[src/rtl/rfl_pkg.sv]
// Shared types and constants for the register free list allocator.
// No dependencies; every other file in rtl/ uses this package.
package rfl_pkg;

	localparam int CMD_W  = 2;
	localparam int VREG_W = 6;
	localparam int PREG_W = 4;

	localparam int PHYS_REGS_DEF = 6;
	localparam int VIRT_REGS_DEF = 64;

	// Register code meaning spilled or no register
	localparam logic [PREG_W-1:0] NONE_CODE = 4'hF;

	typedef enum logic [CMD_W-1:0] {
		CMD_ALLOC = 2'd0,
		CMD_FREE  = 2'd1,
		CMD_CLEAR = 2'd2,
		CMD_NOP   = 2'd3
	} cmd_t;

	typedef logic [PREG_W-1:0] preg_t;

endpackage

[src/rtl/rfl_if.sv]
// Valid/ready channel interfaces for the allocator request and response items.
// Depends on rfl_pkg for field widths.
interface rfl_req_if;
	logic                      valid;
	logic                      ready;
	logic [rfl_pkg::CMD_W-1:0]  command;
	logic [rfl_pkg::VREG_W-1:0] vreg;

	modport source (output valid, output command, output vreg, input ready);
	modport sink   (input valid, input command, input vreg, output ready);
endinterface

interface rfl_rsp_if;
	logic                             valid;
	logic                             ready;
	logic signed [rfl_pkg::PREG_W-1:0] phys_reg;

	modport source (output valid, output phys_reg, input ready);
	modport sink   (input valid, input phys_reg, output ready);
endinterface

[src/rtl/register_free_list_allocator_unit.sv]
// Register free list allocator: maps virtual register numbers onto a small
// physical register pool. Depends on rfl_pkg and the channel interfaces in rfl_if.sv.
//
// Usage:
//   req carries one item per handshake: command (allocate, free, clear) and
//   vreg. rsp returns exactly one item per request, phys_reg: the register now
//   mapped (allocate), the register released (free), or -1 for spilled/none.
//   An accepted item is registered together with the map memory read in the
//   request stage, then resolved against the slot list and map valid bits and
//   placed in the response register, which drives rsp.valid.
//   Throughput is one item per cycle while rsp is not stalled; the map memory
//   read port and the read-modify-write of the valid bits and slots set that
//   figure, with a write bypass covering back-to-back items to the same vreg.
//   When rsp is stalled the response register holds, the request stage holds
//   behind it and req.ready falls once both are full; nothing is dropped.
//   After arst_n all map entries are invalid and slot i holds register
//   PHYS_REGS-1-i; clear restores the same state directly, since only the
//   per-entry valid bits and the slot flops are reset. No clearing pass.
//   Unknown commands, and allocate or free with vreg values beyond VIRT_REGS,
//   change nothing and answer -1.
module register_free_list_allocator_unit #(
	parameter int PHYS_REGS = rfl_pkg::PHYS_REGS_DEF,
	parameter int VIRT_REGS = rfl_pkg::VIRT_REGS_DEF
) (
	input  logic         clk,
	input  logic         arst_n,
	rfl_req_if.sink      req,
	rfl_rsp_if.source    rsp
);
	import rfl_pkg::*;

	localparam int DEPTH = (VIRT_REGS < (1 << VREG_W)) ? VIRT_REGS : (1 << VREG_W);
	localparam int AW    = $clog2(DEPTH);

	// request stage
	logic           valid_s1;
	cmd_t           cmd_s1;
	logic [VREG_W-1:0] vreg_s1;
	preg_t          rd_s1;

	// state
	logic [DEPTH-1:0]     mapped_q;
	logic [PHYS_REGS-1:0] slot_full_q;
	preg_t                slot_reg_q [PHYS_REGS];
	preg_t                map_mem [DEPTH];

	// response register
	logic  rsp_valid_q;
	preg_t rsp_q;

	logic advance;
	logic accept;
	logic in_range;
	logic [AW-1:0] idx_s1;
	logic hit;

	logic           alloc_found;
	logic [PHYS_REGS-1:0] slot_full_d;
	preg_t          slot_reg_d [PHYS_REGS];
	preg_t          pick;
	preg_t          result;
	logic           mem_we;
	logic           free_done;

	assign advance   = valid_s1 && (!rsp_valid_q || rsp.ready);
	assign req.ready = !valid_s1 || advance;
	assign accept    = req.valid && req.ready;

	assign in_range = (32'(vreg_s1) < DEPTH);
	assign idx_s1   = vreg_s1[AW-1:0];
	assign hit      = in_range && mapped_q[idx_s1];

	assign rsp.valid    = rsp_valid_q;
	assign rsp.phys_reg = rsp_q;

	always_comb begin
		slot_full_d = slot_full_q;
		slot_reg_d  = slot_reg_q;
		alloc_found = 1'b0;
		free_done   = 1'b0;
		pick        = NONE_CODE;
		result      = NONE_CODE;
		mem_we      = 1'b0;
		case (cmd_s1)
			CMD_ALLOC: begin
				if (in_range) begin
					if (hit) begin
						result = rd_s1;
					end else begin
						// take the lowest full slot
						for (int i = 0; i < PHYS_REGS; i++) begin
							if (slot_full_q[i] && !alloc_found) begin
								alloc_found    = 1'b1;
								pick           = slot_reg_q[i];
								slot_full_d[i] = 1'b0;
							end
						end
						mem_we = 1'b1;
						result = pick;
					end
				end
			end
			CMD_FREE: begin
				if (hit && rd_s1 != NONE_CODE) begin
					result = rd_s1;
					// return to the lowest empty slot
					for (int i = 0; i < PHYS_REGS; i++) begin
						if (!slot_full_q[i] && !free_done) begin
							free_done      = 1'b1;
							slot_full_d[i] = 1'b1;
							slot_reg_d[i]  = rd_s1;
						end
					end
				end
			end
			default: begin
				result = NONE_CODE;
			end
		endcase
	end

	always_ff @(posedge clk or negedge arst_n) begin
		if (!arst_n) begin
			valid_s1    <= 1'b0;
			rsp_valid_q <= 1'b0;
			mapped_q    <= '0;
			slot_full_q <= '1;
			for (int i = 0; i < PHYS_REGS; i++) begin
				slot_reg_q[i] <= PREG_W'(PHYS_REGS - 1 - i);
			end
		end else begin
			if (accept) begin
				valid_s1 <= 1'b1;
			end else if (advance) begin
				valid_s1 <= 1'b0;
			end
			if (advance) begin
				rsp_valid_q <= 1'b1;
			end else if (rsp.ready) begin
				rsp_valid_q <= 1'b0;
			end
			if (advance) begin
				if (cmd_s1 == CMD_CLEAR) begin
					mapped_q    <= '0;
					slot_full_q <= '1;
					for (int i = 0; i < PHYS_REGS; i++) begin
						slot_reg_q[i] <= PREG_W'(PHYS_REGS - 1 - i);
					end
				end else begin
					slot_full_q <= slot_full_d;
					slot_reg_q  <= slot_reg_d;
					if (mem_we) begin
						mapped_q[idx_s1] <= 1'b1;
					end else if (cmd_s1 == CMD_FREE && hit) begin
						mapped_q[idx_s1] <= 1'b0;
					end
				end
			end
		end
	end

	// payload registers and map memory
	always_ff @(posedge clk) begin
		if (accept) begin
			cmd_s1  <= cmd_t'(req.command);
			vreg_s1 <= req.vreg;
			// bypass the write of the item ahead when it targets the same entry
			if (advance && mem_we && idx_s1 == req.vreg[AW-1:0]) begin
				rd_s1 <= pick;
			end else begin
				rd_s1 <= map_mem[req.vreg[AW-1:0]];
			end
		end
		if (advance && mem_we) begin
			map_mem[idx_s1] <= pick;
		end
		if (advance) begin
			rsp_q <= result;
		end
	end

	a_clear_empties_map: assert property (@(posedge clk) disable iff (!arst_n)
		advance && cmd_s1 == CMD_CLEAR |=> mapped_q == '0 && slot_full_q == '1)
		else $error("clear did not empty the map and refill the slots");

	a_rsp_reg_in_pool: assert property (@(posedge clk) disable iff (!arst_n)
		rsp_valid_q && rsp_q != NONE_CODE |-> 32'(rsp_q) < PHYS_REGS)
		else $error("response register outside the physical pool");

	a_alloc_no_slot_gain: assert property (@(posedge clk) disable iff (!arst_n)
		advance && cmd_s1 == CMD_ALLOC
		|=> $countones(slot_full_q) <= $past($countones(slot_full_q)))
		else $error("allocate filled a free slot");

	a_alloc_takes_one: assert property (@(posedge clk) disable iff (!arst_n)
		advance && cmd_s1 == CMD_ALLOC && in_range && !hit && slot_full_q != '0
		|=> $countones(slot_full_q) + 1 == $past($countones(slot_full_q)))
		else $error("allocate miss did not take exactly one slot");

endmodule

[src/flat_wrapper.sv]
// flat-port wrapper written by rule: the top's interface ports become plain ports
module register_free_list_allocator_unit_flat import rfl_pkg::*;
#(
	parameter int PHYS_REGS = rfl_pkg::PHYS_REGS_DEF,
	parameter int VIRT_REGS = rfl_pkg::VIRT_REGS_DEF
)
  (clk, arst_n, req_valid, req_command, req_vreg, req_ready, rsp_valid, rsp_phys_reg, rsp_ready);
  rfl_req_if req_i ();
  rfl_rsp_if rsp_i ();
  input  logic clk;
  input  logic arst_n;
  input wire logic [$bits(req_i.valid)-1:0] req_valid;
  input wire logic [$bits(req_i.command)-1:0] req_command;
  input wire logic [$bits(req_i.vreg)-1:0] req_vreg;
  output wire logic [$bits(req_i.ready)-1:0] req_ready;
  output wire logic [$bits(rsp_i.valid)-1:0] rsp_valid;
  output wire logic [$bits(rsp_i.phys_reg)-1:0] rsp_phys_reg;
  input wire logic [$bits(rsp_i.ready)-1:0] rsp_ready;
  assign req_i.valid = req_valid;
  assign req_i.command = req_command;
  assign req_i.vreg = req_vreg;
  assign req_ready = req_i.ready;
  assign rsp_valid = rsp_i.valid;
  assign rsp_phys_reg = rsp_i.phys_reg;
  assign rsp_i.ready = rsp_ready;
  register_free_list_allocator_unit #(.PHYS_REGS(PHYS_REGS), .VIRT_REGS(VIRT_REGS)) u_core (.clk(clk), .arst_n(arst_n), .req(req_i), .rsp(rsp_i));
endmodule
[config.mk]
export PLATFORM = sky130hd
export DESIGN_NAME = register_free_list_allocator_unit_flat
export DESIGN_NICKNAME = d
export VERILOG_FILES = /design/src/rtl/rfl_pkg.sv /design/src/rtl/rfl_if.sv /design/src/rtl/register_free_list_allocator_unit.sv /design/src/flat_wrapper.sv
export SDC_FILE = /design/constraint.sdc
export NUM_CORES = 1
export LEC_CHECK = 0
export BUFFER_PORTS_ARGS = -buffer_cell sky130_fd_sc_hd__buf_2
export CAP_MARGIN = 20
export CORE_MARGIN = 2
export CORE_UTILIZATION = 55
export CTS_BUF_LIST = sky130_fd_sc_hd__clkbuf_4 sky130_fd_sc_hd__clkbuf_8 sky130_fd_sc_hd__clkbuf_16
export CTS_CLUSTER_DIAMETER = 50
export DETAILED_ROUTE_END_ITERATION = 8
export PLACE_DENSITY = 0.71
export REMOVE_ABC_BUFFERS = 1
export SYNTH_ARGS = -nofsm -noshare
export SYNTH_HDL_FRONTEND = slang
export SYNTH_SLANG_ARGS = --single-unit
export TNS_END_PERCENT = 5
[constraint.sdc]
create_clock -name clk -period 9.7 [get_ports clk]
set_input_delay 0.485 -clock clk [delete_from_list [all_inputs] [get_ports clk]]
set_output_delay 0.485 -clock clk [all_outputs]
set_load 0.02 [all_outputs]
==> key figures <==
Timing
  • Final Hold Violating Endpoints: 0
  • Minimum hold slack: 0.1514 ns
  • Final min period: 4.792 ns
  • Max-slew violations: 0
  • RSZ-0062 raised after global routing: no
  • Fmax: 208.7 MHz
  • Slew headroom: 0.3123
  • Worst setup margin: 4.908 ns
  • Worst Clk Skew: 0.01535 ns
  • Final setup TNS: 0 ns
  • Final setup fails: 0
  • Worst-Margin Slew: 1.032 ns
  • Tcrit/Tclk final: 0.4940

Synthesis
  • Ys flop type: edfxtp_1
  • Avg Cell Area, Syn: 14.01 um2
  • Yosys warnings: 0
  • Synth top cells by count: 272 x edfxtp_1, 195 x o21ai_0, 123 x nor2_1, 87 x mux4_2, 83 x dfrtp_1
  • Synth area leader: edfxtp_1
  • Netlist cell types: 64
  • Syn Std Cell Area: 16370 um2
  • Post-synth ARST share: 0.2609
  • Sequential area share after synthesis: 0.6466
  • Number of synthesized flops with an enable pin: 272
  • Most common cell in the netlist: edfxtp_1
  • Yosys top cell area share: 0.4989
  • Cells after Synth: 1169
  • #FFs+latches synth: 368
  • Synth top area cells: edfxtp_1 50%, dfrtp_1 13%, mux4_2 12%, o21ai_0 6.0%, nor2_1 2.8%

Route
  • DRC viols: 0
  • DR WL/cell: 25.14 um
  • Final wirelength: 39.22 mm
  • Starting DRC count in detailed routing: 1432
  • Pre-Repair DR Iteration Count: 6
  • Vias per inst: 6.556
  • Vias: 10230
  • Post-DRT Antenna Nets: 0

Clock network
  • Reg clk slew, reported paths: 0.06 ns
  • Clock sinks: 368
  • PostCTS Resize Cnt: 0
  • H-tree Lvls: 2
  • Post-CTS Setup Bufs: 0
  • Num CTS Buffers: 40
  • CTS tree: built
  • Root Driver: clkbuf_16
  • Max clock buf depth: 3
  • Clock latency on the worst-skew pair: 0.53 ns

Placement
  • Dpl hpwl: 22.94 mm
  • Placed Instances: 1487
  • Post-DP Area: 16640 um2
  • Port Buf Inserts: 17
  • Place WS: 5.087 ns
  • Placer congestion estimate: 0.8308

Setup path
  • Worst setup SP type: flop
  • CP Launch Point: u_core.idx_s1[2]$_DFFE_PP_
  • WP data required: 9.88 ns
  • Worst path arrival time: 4.97 ns
  • R2r setup slk: 4.91 ns
  • Worst setup EP type: flop
  • CP Max Fanout: 30
  • Worst reg2reg startpoint: u_core.idx_s1[2]$_DFFE_PP_
  • Crit path kind: reg -> reg

Power
  • Leakage Power: 5.881 nW
  • Max IR drop VDD: 0.0001243 V
  • Power Density: 204.7 nW/um2
  • Power, Total: 3.676 mW

Finish
  • Area Overhead vs Synth: 9.690%
  • Layout Nets: 1158
  • Antenna Cells: 0
  • Share of layout cells above drive strength 1: 0.1923
  • Utilization after layout: 0.6092
  • Largest register by flop count: u_core.map_mem
  • Largest regs: u_core.map_mem (256), u_core.mapped_q (64), u_core.slot_reg_q (24)
  • Max FFs per register: 256
  • Fin cells: 1560
  • Fin area: 17960 um2

GRT
  • Gr ovfl total: 0
  • Total GRT Usage: 0.2570
  • Global-route wire length before repair: 60.51 mm
  • Vias in the first global route: 9844
  • Antenna violations before repair: 0
  • Largest net degree at the start of global routing: 75

Hold path
  • Hold Path Class: in -> reg
  • Worst Hold Launch: req_command[0]

Die
  • Num ports: 18
  • Initial Util: 0.5554
  • Die height: 176.5 um
  • Chip width: 176.5 um
  • Core area: 29480 um2
  • Row count: 63
  • Die area: 31170 um2

Run
  • Max-cap violations: 0

Status
  • Status: complete, no violations
path summary, 6_finish.rpt:
kind / endpoint / depth (start not counted)
worst min register to register: u_core.slot_reg_q[9]$_DFFE_PN1P_ / 2
max in group asynchronous: u_core.mapped_q[15]$_DFFE_PN0P_ / 3
worst max-delay path: u_core.map_mem[13][0]$_DFFE_PP_ / 8
min in group asynchronous: u_core.mapped_q[49]$_DFFE_PN0P_ / 2
worst min-delay path: u_core.cmd_s1[0]$_DFFE_PP_ / 1
worst max register to register: u_core.map_mem[13][0]$_DFFE_PP_ / 8
cell type report:
type,instances,area (um2)
clock buffers,51,1084
flip-flops and latches,368,10590
inverters,18,67.56
clock inverters,20,198.9
multi-input cells,683,5325
fillers,2154,11520
well taps,390,488.0
repair buffers,30,210.2
metal layers:
metal | wire length (um) | GRT usage | part of all wire | vias to the layer above
li1 | - | - | - | 4447
met1 | 16140 | 0.3788 | 0.41 | 5238
met2 | 19070 | 0.4035 | 0.49 | 484
met3 | 3257 | 0.04350 | 0.083 | 58
met4 | 751 | 0.06474 | 0.019 | 0
met5 | 0 | 0 | 0 | -
layout by cell type (no fill, tap or decap), types with 5 or more instances in the layout:
| cell | n |
|---|---|
| mux2_2 | 11 |
| nand2_1 | 55 |
| and3_1 | 5 |
| nor2b_1 | 7 |
| a221o_1 | 9 |
| nand2b_1 | 7 |
| inv_1 | 18 |
| o22ai_1 | 11 |
| nand3b_1 | 10 |
| a2bb2oi_1 | 5 |
| clkinv_2 | 7 |
| nand3_1 | 10 |
| or3_1 | 9 |
| o21ai_1 | 12 |
| nand4_1 | 8 |
| clkbuf_4 | 11 |
| buf_4 | 13 |
| dfrtp_1 | 83 |
| dfstp_2 | 13 |
| a21oi_1 | 10 |
| mux2i_1 | 13 |
| or3b_2 | 5 |
| edfxtp_1 | 272 |
| o2bb2ai_1 | 5 |
| mux4_2 | 87 |
| o21ai_0 | 195 |
| buf_2 | 15 |
| a22oi_1 | 5 |
| nor3b_1 | 6 |
| nor2_1 | 123 |
| nor3_1 | 10 |
| clkbuf_16 | 40 |
repair_timing:
item | 4_1_cts | 5_1_grt
hold buffers | 1 | 0
endpoints found under the setup margin | 0 | 0
endpoints found under the hold margin | 37 | 0
cells by family after synthesis:
kind of cell / after synthesis / synth area share
AOI/OAI and AO/OA: 286 / 0.1014
and+or+nand+nor: 274 / 0.08039
buffers and inverters: 118 / 0.02873
adders and majority gates: 5 / 0.003821
xor gates and xnor gates: 6 / 0.003210
DFF: 368 / 0.6466
muxes: 112 / 0.1359
where the power goes:
part           leakage (nW)  internal, mW  total (mW)  switching (mW)
sequential             3.59          1.79        1.83          0.0467
clock                 0.645         0.877        1.49           0.609
combinational          1.64         0.120       0.357           0.237
critical path: stages (launching register included):
cell and delay (ns):
edfxtp_1 0.79, nand3b_1 0.76, o221ai_1 0.20, a221oi_1 0.30
o22a_1 0.23, and4_1 0.65, and3_1 0.44, nand3_1 0.54
nor2_1 0.52
Note: power is estimated with default switching activity, not from simulation.
